### config.mk
export PLATFORM = sky130hd
export DESIGN_NAME = window_slot_and_order_manager_unit
export DESIGN_NICKNAME = d
export VERILOG_FILES = /design/src/design/wsom_pkg.sv /design/src/design/wsom_ctrl.sv /design/src/design/wsom_dp.sv /design/src/design/window_slot_and_order_manager_unit.sv
export SDC_FILE = /design/constraint.sdc
export NUM_CORES = 1
export LEC_CHECK = 0
export BUFFER_PORTS_ARGS = -buffer_cell sky130_fd_sc_hd__buf_2
export CORE_UTILIZATION = 35
export DETAILED_ROUTE_END_ITERATION = 6
export PLACE_DENSITY_LB_ADDON = 0.1
export SYNTH_ARGS = -nofsm -noshare
export SYNTH_HDL_FRONTEND = slang
export SYNTH_SLANG_ARGS = --single-unit
### constraint.sdc
create_clock -name clk -period 4.5 [get_ports clk]
set_input_delay 0.9 -clock clk [delete_from_list [all_inputs] [get_ports clk]]
set_output_delay 0.9 -clock clk [all_outputs]
set_load 0.02 [all_outputs]
### src/design/wsom_pkg.sv
// ----------------------------------------------------------------------------
// wsom_pkg
// Shared types and constants for the slot pool and display order manager.
// ----------------------------------------------------------------------------
`default_nettype none

package wsom_pkg;

  localparam int SLOTS  = 16;
  localparam int SLOT_W = 4;
  localparam int CNT_W  = 5;

  typedef enum logic [1:0] {
    ACT_ALLOC   = 2'd0,
    ACT_FREE    = 2'd1,
    ACT_PROMOTE = 2'd2,
    ACT_READ    = 2'd3
  } action_t;

  typedef enum logic [1:0] {
    ST_OK       = 2'd0,
    ST_FULL     = 2'd1,
    ST_NOT_USED = 2'd2,
    ST_BEYOND   = 2'd3
  } status_t;

  typedef struct packed {
    action_t             action;
    logic [SLOT_W-1:0]   slot_id;
    logic [SLOT_W-1:0]   order_pos;
  } in_item_t;

  typedef struct packed {
    status_t             status;
    logic [SLOT_W-1:0]   slot_out;
    logic [CNT_W-1:0]    used_total;
    logic [SLOT_W-1:0]   top_slot;
  } out_item_t;

  typedef enum logic [3:0] {
    S_IDLE,
    S_DISPATCH,
    S_SRCH_RD,
    S_SRCH_CMP,
    S_SHIFT,
    S_SHIFT_WR,
    S_APPEND,
    S_TOP_RD,
    S_TOP_LD,
    S_READ_LD,
    S_FINISH
  } state_t;

  typedef enum logic [3:0] {
    CMD_NONE,
    CMD_CAPTURE,
    CMD_DISPATCH,
    CMD_SRCH_RD,
    CMD_SRCH_CMP,
    CMD_SHIFT_RD,
    CMD_SHIFT_WR,
    CMD_APPEND,
    CMD_TOP_RD,
    CMD_TOP_LD,
    CMD_READ_LD,
    CMD_OUT_LOAD
  } cmd_t;

  // datapath status seen by the controller
  typedef struct packed {
    action_t act;
    logic    err;
    logic    hit;
    logic    more;
    logic    empty;
    logic    out_busy;
  } dp_stat_t;

endpackage

`default_nettype wire

### src/design/wsom_ctrl.sv
// ----------------------------------------------------------------------------
// wsom_ctrl
// Sequencer for one request: dispatch, order list search, shift and append,
// top refresh, read load and result hand-off.
// ----------------------------------------------------------------------------
`default_nettype none

module wsom_ctrl
  import wsom_pkg::*;
(
  input  wire logic     clk,
  input  wire logic     rst_n,
  input  wire logic     in_valid,
  output logic          in_ready,
  input  dp_stat_t      stat,
  output cmd_t          cmd
);

  state_t state_r;
  state_t state_nxt;

  always_ff @(posedge clk) begin
    if (!rst_n) begin
      state_r <= S_IDLE;
    end else begin
      state_r <= state_nxt;
    end
  end

  always_comb begin
    state_nxt = state_r;
    cmd       = CMD_NONE;
    in_ready  = 1'b0;
    case (state_r)
      S_IDLE: begin
        in_ready = 1'b1;
        if (in_valid) begin
          cmd       = CMD_CAPTURE;
          state_nxt = S_DISPATCH;
        end
      end
      S_DISPATCH: begin
        cmd = CMD_DISPATCH;
        if (stat.err) begin
          state_nxt = S_FINISH;
        end else begin
          case (stat.act)
            ACT_ALLOC:   state_nxt = S_FINISH;
            ACT_FREE:    state_nxt = S_SRCH_RD;
            ACT_PROMOTE: state_nxt = S_SRCH_RD;
            ACT_READ:    state_nxt = S_READ_LD;
            default:     state_nxt = S_FINISH;
          endcase
        end
      end
      S_SRCH_RD: begin
        cmd       = CMD_SRCH_RD;
        state_nxt = S_SRCH_CMP;
      end
      S_SRCH_CMP: begin
        cmd       = CMD_SRCH_CMP;
        state_nxt = stat.hit ? S_SHIFT : S_SRCH_RD;
      end
      S_SHIFT: begin
        if (stat.more) begin
          cmd       = CMD_SHIFT_RD;
          state_nxt = S_SHIFT_WR;
        end else if (stat.act == ACT_PROMOTE) begin
          state_nxt = S_APPEND;
        end else begin
          state_nxt = S_TOP_RD;
        end
      end
      S_SHIFT_WR: begin
        cmd       = CMD_SHIFT_WR;
        state_nxt = S_SHIFT;
      end
      S_APPEND: begin
        cmd       = CMD_APPEND;
        state_nxt = S_FINISH;
      end
      S_TOP_RD: begin
        cmd       = CMD_TOP_RD;
        state_nxt = stat.empty ? S_FINISH : S_TOP_LD;
      end
      S_TOP_LD: begin
        cmd       = CMD_TOP_LD;
        state_nxt = S_FINISH;
      end
      S_READ_LD: begin
        cmd       = CMD_READ_LD;
        state_nxt = S_FINISH;
      end
      S_FINISH: begin
        if (!stat.out_busy) begin
          cmd       = CMD_OUT_LOAD;
          state_nxt = S_IDLE;
        end
      end
      default: begin
        state_nxt = S_IDLE;
      end
    endcase
  end

endmodule

`default_nettype wire

### src/design/wsom_dp.sv
// ----------------------------------------------------------------------------
// wsom_dp
// Free stack, in-use bits, order list memory, counters and result register.
// ----------------------------------------------------------------------------
`default_nettype none

module wsom_dp
  import wsom_pkg::*;
(
  input  wire logic     clk,
  input  wire logic     rst_n,
  input  cmd_t          cmd,
  input  in_item_t      in_data,
  output dp_stat_t      stat,
  output logic          out_valid,
  input  wire logic     out_ready,
  output out_item_t     out_data
);

  in_item_t            req_r;
  logic [SLOT_W-1:0]   fs_r [SLOTS];
  logic [SLOTS-1:0]    fs_wr_r;
  logic [SLOTS-1:0]    fs_wr_nxt;
  logic [CNT_W-1:0]    free_total_r;
  logic [CNT_W-1:0]    free_total_nxt;
  logic [CNT_W-1:0]    order_total_r;
  logic [CNT_W-1:0]    order_total_nxt;
  logic [SLOTS-1:0]    in_use_r;
  logic [SLOTS-1:0]    in_use_nxt;
  logic [SLOT_W-1:0]   top_r;
  logic [SLOT_W-1:0]   top_nxt;
  logic                out_valid_r;
  logic                out_valid_nxt;
  out_item_t           out_r;
  logic [SLOT_W-1:0]   j_r;
  status_t             status_r;
  logic [SLOT_W-1:0]   res_r;

  logic [SLOT_W-1:0]   ol_mem [SLOTS];
  logic [SLOT_W-1:0]   rd_data_r;
  logic                mem_re;
  logic [SLOT_W-1:0]   mem_ra;
  logic                mem_we;
  logic [SLOT_W-1:0]   mem_wa;
  logic [SLOT_W-1:0]   mem_wd;

  logic [SLOT_W-1:0]   pop_idx;
  logic [SLOT_W-1:0]   push_idx;
  logic [SLOT_W-1:0]   pop_slot;
  logic [SLOT_W-1:0]   tail_idx;
  logic [SLOT_W-1:0]   last_idx;
  logic                err;
  status_t             err_code;

  assign pop_idx  = free_total_r[SLOT_W-1:0] - SLOT_W'(1);
  assign push_idx = free_total_r[SLOT_W-1:0];
  assign tail_idx = order_total_r[SLOT_W-1:0];
  assign last_idx = order_total_r[SLOT_W-1:0] - SLOT_W'(1);
  // entries never pushed are not written and read as their entry index
  assign pop_slot = fs_wr_r[pop_idx] ? fs_r[pop_idx] : pop_idx;

  always_comb begin
    err      = 1'b0;
    err_code = ST_OK;
    case (req_r.action)
      ACT_ALLOC: begin
        err      = (free_total_r == '0);
        err_code = ST_FULL;
      end
      ACT_FREE, ACT_PROMOTE: begin
        err      = !in_use_r[req_r.slot_id];
        err_code = ST_NOT_USED;
      end
      ACT_READ: begin
        err      = ({1'b0, req_r.order_pos} >= order_total_r);
        err_code = ST_BEYOND;
      end
      default: begin
        err      = 1'b0;
        err_code = ST_OK;
      end
    endcase
  end

  assign stat.act      = req_r.action;
  assign stat.err      = err;
  assign stat.hit      = (rd_data_r == req_r.slot_id);
  assign stat.more     = ({1'b0, j_r} < order_total_r);
  assign stat.empty    = (order_total_r == '0);
  assign stat.out_busy = out_valid_r && !out_ready;

  // order list port selection
  always_comb begin
    mem_re = 1'b0;
    mem_ra = j_r;
    mem_we = 1'b0;
    mem_wa = tail_idx;
    mem_wd = req_r.slot_id;
    case (cmd)
      CMD_DISPATCH: begin
        if (!err && req_r.action == ACT_READ) begin
          mem_re = 1'b1;
          mem_ra = req_r.order_pos;
        end
        if (!err && req_r.action == ACT_ALLOC) begin
          mem_we = 1'b1;
          mem_wd = pop_slot;
        end
      end
      CMD_SRCH_RD: begin
        mem_re = 1'b1;
      end
      CMD_SHIFT_RD: begin
        mem_re = 1'b1;
        mem_ra = j_r + SLOT_W'(1);
      end
      CMD_SHIFT_WR: begin
        mem_we = 1'b1;
        mem_wa = j_r;
        mem_wd = rd_data_r;
      end
      CMD_APPEND: begin
        mem_we = 1'b1;
      end
      CMD_TOP_RD: begin
        mem_re = !stat.empty;
        mem_ra = last_idx;
      end
      default: begin
        mem_re = 1'b0;
      end
    endcase
  end

  always_ff @(posedge clk) begin
    if (mem_we) begin
      ol_mem[mem_wa] <= mem_wd;
    end
    if (mem_re) begin
      rd_data_r <= ol_mem[mem_ra];
    end
  end

  // control state next values
  always_comb begin
    fs_wr_nxt       = fs_wr_r;
    free_total_nxt  = free_total_r;
    order_total_nxt = order_total_r;
    in_use_nxt      = in_use_r;
    top_nxt         = top_r;
    out_valid_nxt   = out_valid_r && !out_ready;
    case (cmd)
      CMD_DISPATCH: begin
        if (!err && req_r.action == ACT_ALLOC) begin
          free_total_nxt            = free_total_r - CNT_W'(1);
          order_total_nxt           = order_total_r + CNT_W'(1);
          in_use_nxt[pop_slot]      = 1'b1;
          top_nxt                   = pop_slot;
        end
        if (!err && req_r.action == ACT_FREE) begin
          fs_wr_nxt[push_idx]       = 1'b1;
          free_total_nxt            = free_total_r + CNT_W'(1);
          in_use_nxt[req_r.slot_id] = 1'b0;
        end
      end
      CMD_SRCH_CMP: begin
        if (stat.hit) begin
          order_total_nxt = order_total_r - CNT_W'(1);
        end
      end
      CMD_APPEND: begin
        order_total_nxt = order_total_r + CNT_W'(1);
        top_nxt         = req_r.slot_id;
      end
      CMD_TOP_RD: begin
        if (stat.empty) begin
          top_nxt = '0;
        end
      end
      CMD_TOP_LD: begin
        top_nxt = rd_data_r;
      end
      CMD_OUT_LOAD: begin
        out_valid_nxt = 1'b1;
      end
      default: begin
        top_nxt = top_r;
      end
    endcase
  end

  always_ff @(posedge clk) begin
    if (!rst_n) begin
      fs_wr_r       <= '0;
      free_total_r  <= CNT_W'(SLOTS);
      order_total_r <= '0;
      in_use_r      <= '0;
      top_r         <= '0;
      out_valid_r   <= 1'b0;
    end else begin
      fs_wr_r       <= fs_wr_nxt;
      free_total_r  <= free_total_nxt;
      order_total_r <= order_total_nxt;
      in_use_r      <= in_use_nxt;
      top_r         <= top_nxt;
      out_valid_r   <= out_valid_nxt;
    end
  end

  // payload registers
  always_ff @(posedge clk) begin
    case (cmd)
      CMD_CAPTURE: begin
        req_r <= in_data;
      end
      CMD_DISPATCH: begin
        j_r      <= '0;
        status_r <= err ? err_code : ST_OK;
        res_r    <= (req_r.action == ACT_ALLOC) ? pop_slot : '0;
        if (!err && req_r.action == ACT_FREE) begin
          fs_r[push_idx] <= req_r.slot_id;
        end
      end
      CMD_SRCH_CMP: begin
        if (!stat.hit) begin
          j_r <= j_r + SLOT_W'(1);
        end
      end
      CMD_SHIFT_WR: begin
        j_r <= j_r + SLOT_W'(1);
      end
      CMD_READ_LD: begin
        res_r <= rd_data_r;
      end
      CMD_OUT_LOAD: begin
        out_r.status     <= status_r;
        out_r.slot_out   <= (status_r == ST_OK) ? res_r : '0;
        out_r.used_total <= order_total_r;
        out_r.top_slot   <= top_r;
      end
      default: begin
        j_r <= j_r;
      end
    endcase
  end

  assign out_valid = out_valid_r;
  assign out_data  = out_r;

endmodule

`default_nettype wire

### src/design/window_slot_and_order_manager_unit.sv
// ----------------------------------------------------------------------------
// window_slot_and_order_manager_unit
// Slot pool with a free stack and a display order list: allocate, free,
// promote to top and read by order position, one result per request.
// ----------------------------------------------------------------------------
//  channel   ports                          direction   payload
//  in        in_valid / in_ready / in_data  input       in_item_t
//  out       out_valid / out_ready / out_data output    out_item_t
//
//  one request at a time; allocate and refused requests go from dispatch
//  to the result hand-off, read loads the addressed entry first. free and
//  promote walk the order list memory (one read, one write port): a read
//  and a compare per entry searched, a read and a write per entry shifted.
//  reset is immediate, no clearing pass; a waiting result stalls only the
//  final hand-off, the next request is accepted once it is registered.
// ----------------------------------------------------------------------------
`default_nettype none

module window_slot_and_order_manager_unit
  import wsom_pkg::*;
(
  input  wire logic     clk,
  input  wire logic     rst_n,
  input  wire logic     in_valid,
  output logic          in_ready,
  input  in_item_t      in_data,
  output logic          out_valid,
  input  wire logic     out_ready,
  output out_item_t     out_data
);

  cmd_t     cmd;
  dp_stat_t stat;

  wsom_ctrl u_ctrl (
    .clk      (clk),
    .rst_n    (rst_n),
    .in_valid (in_valid),
    .in_ready (in_ready),
    .stat     (stat),
    .cmd      (cmd)
  );

  wsom_dp u_dp (
    .clk       (clk),
    .rst_n     (rst_n),
    .cmd       (cmd),
    .in_data   (in_data),
    .stat      (stat),
    .out_valid (out_valid),
    .out_ready (out_ready),
    .out_data  (out_data)
  );

  // one request in flight at a time
  a_one_req: assert property (@(posedge clk) disable iff (!rst_n)
    (in_valid && in_ready) |=> !in_ready)
    else $error("request accepted while another is in flight");

  a_err_zero: assert property (@(posedge clk) disable iff (!rst_n)
    (out_valid && out_data.status != ST_OK) |-> (out_data.slot_out == '0))
    else $error("refused request carries a slot");

  a_used_range: assert property (@(posedge clk) disable iff (!rst_n)
    out_valid |-> (out_data.used_total <= CNT_W'(SLOTS)))
    else $error("used count beyond pool size");

  a_full_only: assert property (@(posedge clk) disable iff (!rst_n)
    (out_valid && out_data.status == ST_FULL) |-> (out_data.used_total == CNT_W'(SLOTS)))
    else $error("pool full reported with free slots left");

  a_empty_top: assert property (@(posedge clk) disable iff (!rst_n)
    (out_valid && out_data.used_total == '0) |-> (out_data.top_slot == '0))
    else $error("top slot set with no slot in use");

endmodule

`default_nettype wire
# [Word level (Yosys, flattened, before mapping)]
# Memories as Yosys holds them, arrays and structs flattened. A register that Yosys moved wholly into a read port is not among the register bits.
# Cells that the tools add are included.
[op_classes] n_mux=57 reduce_logical=31 order_cmp=9 n_bitwise=4 addsub=7 n_eq_ne=31
[ops] operator="4-bit 2-to-1 mux" count=13
[ops] operator="16-bit 2-to-1 mux" count=3
[ops] operator="4-bit case mux with 11 select lines" count=1
[ops] operator="4-bit case mux with 3 select lines" count=3
[ops] operator="4-bit case mux with 9 select lines" count=1
[ops] operator="4-bit by 3-bit equality test with 1-bit output, second input constant" count=8
[ops] operator="16-bit OR" count=2
[ops] operator="4-bit equality test, second input constant" count=7
[ops] operator="4-bit by 5-bit < comparator with 1-bit output, second input constant" count=4
[ops] operator="5-bit 2-to-1 mux" count=4
[ops] operator="16-bit bitwise AND" count=1
[ops] operator="4-bit by 2-bit equality test with 1-bit output, second input constant" count=4
[ops] operator="1-bit 2-to-1 mux" count=16
[ops] operator="16-bit NOT" count=1
[ops] operator="4-bit case mux with 2 select lines" count=2
[ops] operator="4-bit case mux with 4 select lines" count=1
[ops] operator="5-bit case mux with 3 select lines" count=1
[ops] operator="1-bit demux with 4-bit select" count=3
[ops] operator="4-bit by 1-bit >= comparator with 1-bit output, second input constant" count=3
[ops] operator="5-bit by 1-bit adder with 5-bit output, second input constant" count=2
[ops] operator="5-bit logical NOT" count=2
[ops] operator="2-bit inequality test, second input constant" count=5
[ops] operator="5-bit by 1-bit subtractor with 5-bit output, second input constant" count=2
[ops] operator="1-bit binary-select mux with 4-bit select" count=2
[ops] operator="25 further kinds" count=48
[word_totals] ramBits=128 ff_bits=86 output_inout_bits=17 mem_count=2
[mem_list] name="u_dp.fs_r" words=16 word_bits=4 rd=1 rd_clocked_by_memory_dff=0 write_ports=1 line_no="wsom_dp.sv:21" text="logic [SLOT_W-1:0] fs_r [SLOTS];"
[mem_list] name="u_dp.ol_mem" words=16 word_bits=4 rd=1 rd_clocked_by_memory_dff=1 write_ports=1 line_no="wsom_dp.sv:39" text="logic [SLOT_W-1:0] ol_mem [SLOTS];"

# [Logic depth before layout (Yosys ltp)]
# Gate-level depths: netlist of run 1.
[logic_depth] ltp_word=13 depth_mapped=18

# [Hierarchy]
# From an unflattened synthesis of run 1, not the netlist that was laid out.
[hier_totals] hier_cells=815 area_unflattened_um2=10344.9
[modules_own_cells] mod="wsom_dp" seq_area_each_um2=5955.7 cells_per_inst=756 area_each_um2=9885.7 n_inst=1
[modules_own_cells] mod="wsom_ctrl" seq_area_each_um2=80.1 cells_per_inst=59 area_each_um2=459.2 n_inst=1

# [Least setup slack after synthesis of run 1]
# Ideal clock, no wire load.
[synth_timing] kind="register -> register" start="register u_dp.free_total_r[0]" end="memory u_dp.ol_mem[0][1] (data pin)" setup_time_ns=0.307 path_buffers=4 t_arrival_ns=3.810 stages_incl_launch_ff=12 setup_slack_ns=0.383 required_time_ns=4.193 path_cell_list="dfxtp_1 > clkbuf_1 > buf_2 > inv_1 > ha_1 > buf_1 > clkbuf_1 > mux4_2 > mux4_2 > a21oi_1 > nor2_1 > a221o_1"
[synth_between] elab_chain_len=6 word_cells_on_any_way=11
[synth_rtl] element="start, declared" line_no="wsom_dp.sv:24" text="logic [CNT_W-1:0] free_total_r;"
[synth_rtl] element="start signal, assigned" line_no="wsom_dp.sv:195" text="free_total_r <= CNT_W'(SLOTS);"
[synth_rtl] element="start signal, assigned" line_no="wsom_dp.sv:202" text="free_total_r <= free_total_nxt;"
[synth_rtl] element="4-bit by 1-bit subtractor with 4-bit output *" line_no="wsom_dp.sv:55" text="assign pop_idx = free_total_r[SLOT_W-1:0] - SLOT_W'(1);"
[synth_rtl] element="net u_dp.pop_idx[0]" line_no="wsom_dp.sv:47" text="logic [SLOT_W-1:0] pop_idx;"
[synth_rtl] element="1-bit binary-select mux with 4-bit select" line_no="wsom_dp.sv:60" text="assign pop_slot = fs_wr_r[pop_idx] ? fs_r[pop_idx] : pop_idx;"
[synth_rtl] element="1-bit 2-to-1 mux (implied by the code)" line_no="wsom_dp.sv:60"
[synth_rtl] element="4-bit 2-to-1 mux *" line_no="wsom_dp.sv:60"
[synth_rtl] element="4-bit 2-to-1 mux *" line_no="wsom_dp.sv:105" text="if (!err && req_r.action == ACT_ALLOC) begin"
[synth_rtl] element="4-bit case mux with 2 select lines *" line_no="wsom_dp.sv:99" text="case (cmd)"
[synth_rtl] element="net u_dp.mem_wd[1]" line_no="wsom_dp.sv:45" text="logic [SLOT_W-1:0] mem_wd;"
[synth_rtl] element="end, declared" line_no="wsom_dp.sv:39"
# The timed path passes the listed nets; every way through them passes the cells marked *. The select of a mux whose other input is x is not followed.

# [Worst setup path after layout of run 1]
[layout_timing] start="register u_ctrl.state_r[0]" end="register u_dp.rd_data_r[0], read port of u_dp.ol_mem (data pin)"
[layout_between] elab_chain_len=5 word_cells_on_any_way=19
[layout_rtl] element="start, declared" line_no="wsom_ctrl.sv:19" text="state_t state_r;"
[layout_rtl] element="start signal, assigned" line_no="wsom_ctrl.sv:26" text="state_r <= state_nxt;"
[layout_rtl] element="4-bit equality test, or another cell as far along" line_no="wsom_ctrl.sv:34" text="case (state_r)"
[layout_rtl] element="4-bit case mux with 11 select lines *" line_no="wsom_ctrl.sv:34"
[layout_rtl] element="4-bit by 2-bit equality test with 1-bit output / 4-bit by 3-bit equality test with 1-bit output (equally long branches)" line_no="wsom_dp.sv:99"
[layout_rtl] element="2-bit OR reduction (no source line)"
[layout_rtl] element="1-bit case mux with 3 select lines" line_no="wsom_dp.sv:99"
[layout_rtl] element="end, declared" line_no="wsom_dp.sv:40" text="logic [SLOT_W-1:0] rd_data_r;"
# Every way passes the cells marked *; elsewhere a longest branch is shown, timed or not.
# A chain may end at the register's enable or synchronous reset.

==> flow_summary.toml, run 1 <==
[timing]
skew_ps = 19.4
final.setup.worst_slack_ps = 645
fin_setup_tns_ps = 0
slew_headroom = 0.239
maximum_achievable_frequency_ghz = 0.259
timing_hold_violations_final = 0
tightest_slew_ps = 1140
setup_viol = 0
period_minus_slack_ps = 3850
fin_crit_sh = 0.857
rsz0062_at_grt = "false"
slew_viol_final = 0

[routing]
detailedRoute.firstPassIterationCount = 5
wirelength_um = 25400
postRouteAntennaNets = 0
detailroute.via_count = 6413
detail_route.iter0.violations = 394
drc_violations = 0
routedWlPerCell_um = 21.2
avgViaCountPerCell = 5.34

[setup_path]
critical_path.startpoint_type = "flop"
critPathCaptureType = "flop"
crit_type = "reg -> reg"
timing.critical_path.required_ps = 4780
worst-endpoint-arrival_ps = 4140
timing.critical_path.fanout_max = 20

[synth]
synth-edff-count = 167
synth_ff_type = "edfxtp_1"
synthArstFlopShare = 0
synth_cell_area_mm2 = 0.0100
synth-seq-area-share = 0.601
syn-num-nets = 791
synth_area_per_cell_um2 = 13.4
synthesis.instances = 751
synth.lib_cells_used.distinct = 55
synthesis.yosys.warnings = 0
yosys_register_bits = 218

[floorplanning]
coreArea_mm2 = 0.0280
design.portCount = 31
die_y_extent_um = 171
initial_utilization = 0.358
design.die.area_mm2 = 0.0294
fp.dieW_um = 171
floorplan.rows = 61

[placement]
detailedPlacementHpwl_um = 18400
place_worst_setup_slack_ps = 663
place_congestion = 0.839
portBuffers = 30

[clock_tree]
tritoncts_num_sinks = 218
cts.clk_slew.worst_paths_ps = 60
tritoncts = "yes"
clock_tree_buf_depth = 3
clockRootBuffer = "clkbuf_16"
clock_tree.htree_level_count = 1
post-cts-setup-buffers = 0
cts.hold.buffers_added = 0
worst_skew_pair.late_latency_ps = 540
cts-buffers-inserted = 26
ctsResizeCount = 0

[finish]
final_cell_mix = "edfxtp_1 (167), nor2_1 (69), mux2i_1 (51), dfxtp_1 (51), nand2_1 (43)"
num-fill-cells = 2585
flow.area_growth_from_synthesis_pct = 15.4
finish.utilization = 0.414
layout.cells.most_common = "edfxtp_1"
drive_above_1_share = 0.173
layout.nets = 842
n_antenna_cell = 0

[grt]
antenna_found_initial = 0
globalRouteTotalUtil = 0.178
globalRoute.totalOverflow = 0
grt_pass1_vias = 6520
grt_start_max_net_pins = 33
grt_pass1_wl_um = 39100

[min_path]
hold_path.class = "reg -> reg"

[pwr]
highest_ir_drop_seen_on_vdd_mv = 0.313
power-per-cell-area_mw_per_mm2 = 606
p_leak_nw = 4.21

[run]
maxCapViolations = 0

[outcome]
run_status = "finished, final reports clean"
-- where the power goes --
part | internal (mW) | switching (mW)
clock network | 1.36 | 0.828
logic | 0.833 | 1.32
registers | 2.48 | 0.208
-- critical path: stages, from the launching register on --
cell and delay [ps]:
dfxtp_1 750, nor2b_1 320, nand2_1 310, inv_1 310
nand2_1 110, nor2_1 290, a21oi_1 180, and3b_1 260
nor3_1 590, a22oi_1 240, and4_1 260
-- cells in the mapped netlist (all sizes together), types with 7 or more instances --
cell	number	area, µm²
a21o	7	52.6
a21oi	18	90.1
a22oi	23	186
a31oi	9	62.6
and2	12	75.1
and3	20	125
buf	9	68.8
clkbuf	18	67.6
dfxtp	51	1020
edfxtp	167	5010
ha	24	300
inv	30	113
mux2i	51	510
mux4	25	563
nand2	43	161
nand2b	12	75.1
nor2	69	259
nor2b	12	75.1
nor3	19	95.1
o21a	17	128
o21ai	17	85.1
o221a	11	124
xnor2	14	123
-- area by class of cell --
class | count | area (µm²) | share of cell area
Timing Repair Buffer | 50 | 300 | 0.0259
Inverter | 30 | 113 | 0.00972
Clock buffer | 32 | 713 | 0.0615
Sequential cell | 218 | 6040 | 0.521
Tap cell | 378 | 473 | 0.0408
Clock inverter | 16 | 200 | 0.0173
Multi-Input combinational cell | 476 | 3750 | 0.324
-- logic make-up (layout without fill, tap and decap cells) --
logic type                 after synthesis  in the layout  share of synthesized area
AOI/OAI and AO/OA                      141            141                      0.111
xor gates and xnor gates                19             19                     0.0166
adders and majority gates               26             26                     0.0339
buffers and inverters                   57            128                     0.0248
DFF                                    218            218                      0.601
muxes                                   78             78                      0.109
and+or+nand+nor                        212            212                      0.103
-- flip-flops by register name, summed over array words and instances, names as in the netlist --
register,cells
u_dp.rd_data_r,4
u_dp.free_total_r,5
u_dp.in_use_r,16
u_dp.out_data,15
u_dp.stat,2
u_dp.res_r,4
u_dp.req_r,8
u_dp.fs_r,64
u_dp.status_r,2
u_dp.top_r,4
u_dp.ol_mem,64
u_dp.order_total_r,5
u_dp.out_valid,1
u_dp.fs_wr_r,16
u_dp.j_r,4
u_ctrl.state_r,4
-- final timing paths --
check	startpoint	end	slack (ps)	depth (start not counted)
worst min register to register	u_dp.top_r[1]	u_dp.out_data[1]	440	0
worst max-delay path	u_ctrl.state_r[0]	u_dp.rd_data_r[0]	650	10
worst min-delay path	u_dp.top_r[1]	u_dp.out_data[1]	440	0
worst max register to register	u_ctrl.state_r[0]	u_dp.rd_data_r[0]	650	10
-- metal layers --
metal  vias to the layer above  wire length (µm)  part of all wire  track usage
li1                       2972                 -                 -            -
met1                      3200             11500              0.45        0.242
met2                       190             12100              0.48        0.297
met3                        51              1130             0.045       0.0228
met4                         0               673             0.026       0.0505
met5                         -                 0                 0            0
-- through the flow --
step / hold slack, ps / area (µm²) / cells / total power [mW]
floorplan: 402 / 10000 / 751 / 4.16
CTS: 446 / 11600 / 1200 / 7.09
global placement: 436 / 10700 / 1152 / 4.86
global route: 466 / 11600 / 1200 / 7.38
detailed placement: 435 / 10700 / 1152 / 4.89
finish: 437 / 11600 / 1200 / 7.03
Power figures use the tool's default switching activity.
==> inputs of run 2 (changes only) <==
Settings changed: BUFFER_PORTS_ARGS -buffer_cell sky130_fd_sc_hd__buf_2 to -buffer_cell sky130_fd_sc_hd__buf_4, CORE_UTILIZATION 35 to 54.
Clock period 4.5 ns to 3.2 ns, I/O delays scaled along.
==> flow_summary.toml, run 2 (same netlist as run 1, synthesis figures left out) <==
[outcome]
run_status = "complete, but fails checks"
failed_checks = "DRC, setup timing"

[grt]
globalRouteTotalUtil = 0.242
antenna_found_initial = 0
grt_pass1_vias = 6479
grt_pass1_wl_um = 35900
grt_start_max_net_pins = 48
globalRoute.totalOverflow = 0

[finish]
flow.area_growth_from_synthesis_pct = 18.0
multiInputGateArea_mm2 = 0.00388
layoutNonFillerInstCount = 1091
num-fill-cells = 1325
largestRegisters = "u_dp.fs_r (64), u_dp.ol_mem (64)"
layout.cells.most_common = "edfxtp_1"
drive_above_1_share = 0.227
final_cell_mix = "edfxtp_1 (167), buf_4 (90), nor2_1 (69), dfxtp_1 (51), mux2i_1 (46)"
layout.nets = 886
n_antenna_cell = 0
area.sequential_mm2 = 0.00604

[setup_path]
cp_cell_sequence = "buf_6 > mux2i_1 > mux4_2 > a22oi_4 > o311ai_4 > mux2i_1 > or3_1 > nor3_1 > buf_4 > a22oi_1 > and4_1"
critical_path.startpoint_type = "flop"
cp_num_buf_inv = 2
crit_family = "simple AND/OR/NAND/NOR gates"
crit_type = "reg -> reg"
path_depth = 11
crit_top_cell = "mux2i_1"
critPathCaptureType = "flop"
cpMaxStageDelayCell = "mux4_2"
timing.critical_path.fanout_max = 10
timing.critical_path.required_ps = 3460
ff2ff_path_depth = 11
worst-endpoint-arrival_ps = 3580
critical_path.max_stage_delay_ps = 520

[floorplanning]
design.portCount = 31
fp.dieW_um = 138
floorplan.rows = 49
coreArea_mm2 = 0.0181
design.die.area_mm2 = 0.0191
initial_utilization = 0.555
die_y_extent_um = 138

[run]
maxCapViolations = 0

[pwr]
switching_share = 0.332
p_seq_frac = 0.372
total_switching_power_mw = 3.28
clock_power_share = 0.255
pwr-share-comb = 0.373
power-per-cell-area_mw_per_mm2 = 833
highest_ir_drop_seen_on_vdd_mv = 0.666
p_leak_nw = 4.41
intPower_mw = 6.58

[timing]
fin_crit_sh = 1.04
slew_viol_final = 0
slew_headroom = 0.530
maximum_achievable_frequency_ghz = 0.301
period_minus_slack_ps = 3320
setup_viol = 5
fin_setup_tns_ps = -398
timing_hold_violations_final = 0
tightest_slew_ps = 698
finalHoldWorstSlack_ps = 302
rsz0062_at_grt = "true"
final.setup.worst_slack_ps = -124
skew_ps = 13.7

[clock_tree]
worst_skew_pair.late_latency_ps = 510
clock_tree.htree_level_count = 1
tritoncts = "yes"
clock_tree_buf_depth = 3
cts-buffers-inserted = 23
cts.hold.buffers_added = 0
cts.clk_slew.worst_paths_ps = 60
clockRootBuffer = "clkbuf_16"
tritoncts_num_sinks = 218

[placement]
detailedPlacementHpwl_um = 16200
place_congestion = 0.906
portBuffers = 30
placed_cells_incl_taps = 1045

[routing]
avgViaCountPerCell = 6.02
wirelength_um = 22700
detail_route.iter0.violations = 640
detailedRoute.firstPassIterationCount = 7
detailroute.via_count = 6565
postRouteAntennaNets = 0
drc_violations = 10
routedWlPerCell_um = 20.8

[min_path]
hold_path.class = "in -> reg"
hold_crit_depth = 1
-- run 2: power groups by stage --
stage          Combinational [mW]  Clock, mW  Sequential [mW]
5_1_grt                      3.94       2.66             3.69
3_3_place_gp                 3.36          0             3.72
4_1_cts                      3.55       2.56             3.67
3_5_place_dp                 3.44          0             3.73
6_report                     3.68       2.52             3.67
2_1_floorplan                2.24          0             3.71
-- run 2: through the flow --
step	power, mW	cell area [µm²]	worst slack (ps)	utilization
3_5_place_dp	7.16	11000	-131	0.607
6_report	9.86	11800	-124	0.655
5_1_grt	10.3	11800	-199	0.655
3_3_place_gp	7.08	11000	-95.4	0.607
4_1_cts	9.77	11800	-100	0.650
2_1_floorplan	5.95	10100	-9.19	-
-- run 2: timing repair --
item	4_1_cts	5_1_grt
pin swaps	4	3
resized for setup	8	12
buffers inserted	2	1
setup endpoints to repair	5	35
gates cloned	1	1
-- run 2: path summary, 6_finish.rpt --
path | from | end | slack (ps)
hold reg to reg | u_dp.top_r[1] | u_dp.out_data[1] | 430
setup reg to reg | u_dp.req_r[4] | u_dp.rd_data_r[2] | -120
setup / recovery | u_dp.req_r[4] | u_dp.rd_data_r[2] | -120
hold / removal | in_data[2] | u_dp.req_r[2] | 300
-- run 2: per-layer routing --
| metal | track usage | part of all wire | vias to the layer above |
|---|---|---|---|
| met3 | 0.0357 | 0.064 | 21 |
| met5 | 0 | 0 | - |
| met2 | 0.374 | 0.45 | 217 |
| li1 | - | - | 3059 |
| met1 | 0.365 | 0.47 | 3268 |
| met4 | 0.0532 | 0.017 | 0 |
-- run 2: area by class of cell --
| type | instances | area share |
|---|---|---|
| clock buffers | 26 | 0.0496 |
| clock inverters | 15 | 0.0104 |
| well taps | 229 | 0.0242 |
| inverters | 30 | 0.00983 |
| repair buffers | 97 | 0.0685 |
| multi-input cells | 476 | 0.328 |
| flip-flops and latches | 218 | 0.510 |
==> inputs of run 3 (changes only) <==
Settings changed: TNS_END_PERCENT set to 20.
==> flow_summary.toml, run 3 (same netlist as run 1, synthesis figures left out) <==
[outcome]
run_status = "complete, but fails checks"
failed_checks = "DRC, setup timing"

[timing]
setup_viol = 5
maximum_achievable_frequency_ghz = 0.306
skew_ps = 9.00
period_minus_slack_ps = 3270
timing_hold_violations_final = 0
fin_crit_sh = 1.02
tightest_slew_ps = 800
slew_viol_final = 0
fin_setup_tns_ps = -276
final.setup.worst_slack_ps = -67.1
slew_headroom = 0.467
rsz0062_at_grt = "true"

[grt]
globalRouteTotalUtil = 0.249
grt_start_max_net_pins = 48
globalRoute.totalOverflow = 0
grt_pass1_vias = 6588
grt_pass1_wl_um = 36700
antenna_found_initial = 0

[clock_tree]
cts.clk_slew.worst_paths_ps = 60
cts-buffers-inserted = 23
tritoncts_num_sinks = 218
clock_tree.htree_level_count = 1
clock_tree_buf_depth = 3
worst_skew_pair.late_latency_ps = 510
tritoncts = "yes"
clockRootBuffer = "clkbuf_16"

[finish]
final_cell_mix = "edfxtp_1 (167), buf_4 (98), nor2_1 (69), dfxtp_1 (51)"
largestRegisters = "u_dp.fs_r (64), u_dp.ol_mem (64)"
layout.nets = 897
drive_above_1_share = 0.257
layout.cells.most_common = "edfxtp_1"
finish.utilization = 0.662
flow.area_growth_from_synthesis_pct = 19.3
n_antenna_cell = 0

[min_path]
min_from = "in_data[9]"
hold_path.class = "in -> reg"

[floorplanning]
fp.dieW_um = 138
initial_utilization = 0.555
coreArea_mm2 = 0.0181
design.portCount = 31
floorplan.rows = 49
design.die.area_mm2 = 0.0191
die_y_extent_um = 138

[routing]
detail_route.iter0.violations = 602
wirelength_um = 23700
detailroute.via_count = 6668
detailedRoute.firstPassIterationCount = 7
drc_violations = 8
routedWlPerCell_um = 21.5
postRouteAntennaNets = 0
avgViaCountPerCell = 6.05

[run]
maxCapViolations = 0

[placement]
detailedPlacementHpwl_um = 17100
place_congestion = 0.871
portBuffers = 30

[setup_path]
cpMaxStageDelayCell = "mux4_2"
critical_path.startpoint_type = "flop"
timing.critical_path.required_ps = 3460
critPathCaptureType = "flop"
worst-endpoint-arrival_ps = 3520
crit_type = "reg -> reg"
timing.critical_path.fanout_max = 11
cp_cell_sequence = "buf_12 > mux2i_1 > mux4_2 > a22oi_4 > o311ai_4 > buf_4 > mux2_2 > and3b_1 > nor3_2 > a22oi_1 > and4_1"
startpoint = "u_dp.req_r[4]"
worstReg2RegStart = "u_dp.req_r[4]"
critical_path.max_stage_delay_ps = 500

[pwr]
p_leak_nw = 4.45
power-per-cell-area_mw_per_mm2 = 834
highest_ir_drop_seen_on_vdd_mv = 0.465
-- run 3: cell count changes in the layout (fill, tap and decap cells not counted), moves of 2 or more --
cell        change
buf_4           +8
and3_1          -7
and3_2          +7
clkinv_1        -5
mux2i_1         -5
nor3_1          -5
nor3_2          +5
mux2i_2         +4
clkinv_2        +2
clkinvlp_4      +2
nand2_2         +2
-- run 3: final timing paths --
| check | end | slack [ps] | cells past startpoint |
|---|---|---|---|
| max reg2reg | u_dp.rd_data_r[2] | -70 | 11 |
| max | u_dp.rd_data_r[2] | -70 | 11 |
| min | u_dp.stat[6] | 310 | 1 |
| min reg2reg | u_dp.out_data[0] | 430 | 0 |
-- run 3: critical path, delay by kind of cell, from the launching register on --
family | cells | cell delay, ps
buffers and inverters | 2 | 350
DFF | 1 | 420
muxes | 3 | 890
AOI/OAI and AO/OA | 3 | 540
and+or+nand+nor | 3 | 810
-- run 3: repair_timing --
| item | 4_1_cts | 5_1_grt |
|---|---|---|
| endpoints found under the hold margin | 0 | 0 |
| resized for setup | 5 | 33 |
| setup buffers | 4 | 3 |
| pin swaps | 4 | 2 |
| setup endpoints to repair | 21 | 56 |
| hold buffers | 0 | 0 |
| cloned | 1 | 1 |
-- run 3: metrics by stage --
stage	power, mW	std cells	instance area (µm²)	setup slack, ps	hold WS [ps]
after floorplan	5.94	751	10100	-11.8	402
after global placement	7.15	1052	11000	-47.3	410
after detailed placement	7.24	1052	11000	-121	412
after CTS	9.82	1099	11800	-137	292
after global routing	10.4	1103	12000	-178	289
final	9.99	1103	12000	-67.1	307
-- run 3: cell type report --
type | count | area, µm²
clock inverter | 14 | 108
clock buffer | 28 | 604
multi-input combinational | 476 | 3910
fill | 1344 | 6110
timing repair buffer | 108 | 917
tap | 229 | 287
inverter | 30 | 116
sequential | 218 | 6040
-- run 3: metal layers --
metal | GRT usage | up-vias | routed length (µm)
li1 | - | 3090 | -
met1 | 0.355 | 3330 | 10700
met2 | 0.398 | 204 | 11100
met3 | 0.0502 | 44 | 1500
met4 | 0.0580 | 0 | 444
met5 | 0 | - | 0
-- run 3: report_power, final --
group,total [mW],internal [mW],switching [mW],leakage (nW)
clock network,2.50,1.43,1.07,0.345
registers,3.70,3.49,0.205,1.93
logic,3.79,1.71,2.08,2.18
total,9.99,6.63,3.36,4.45
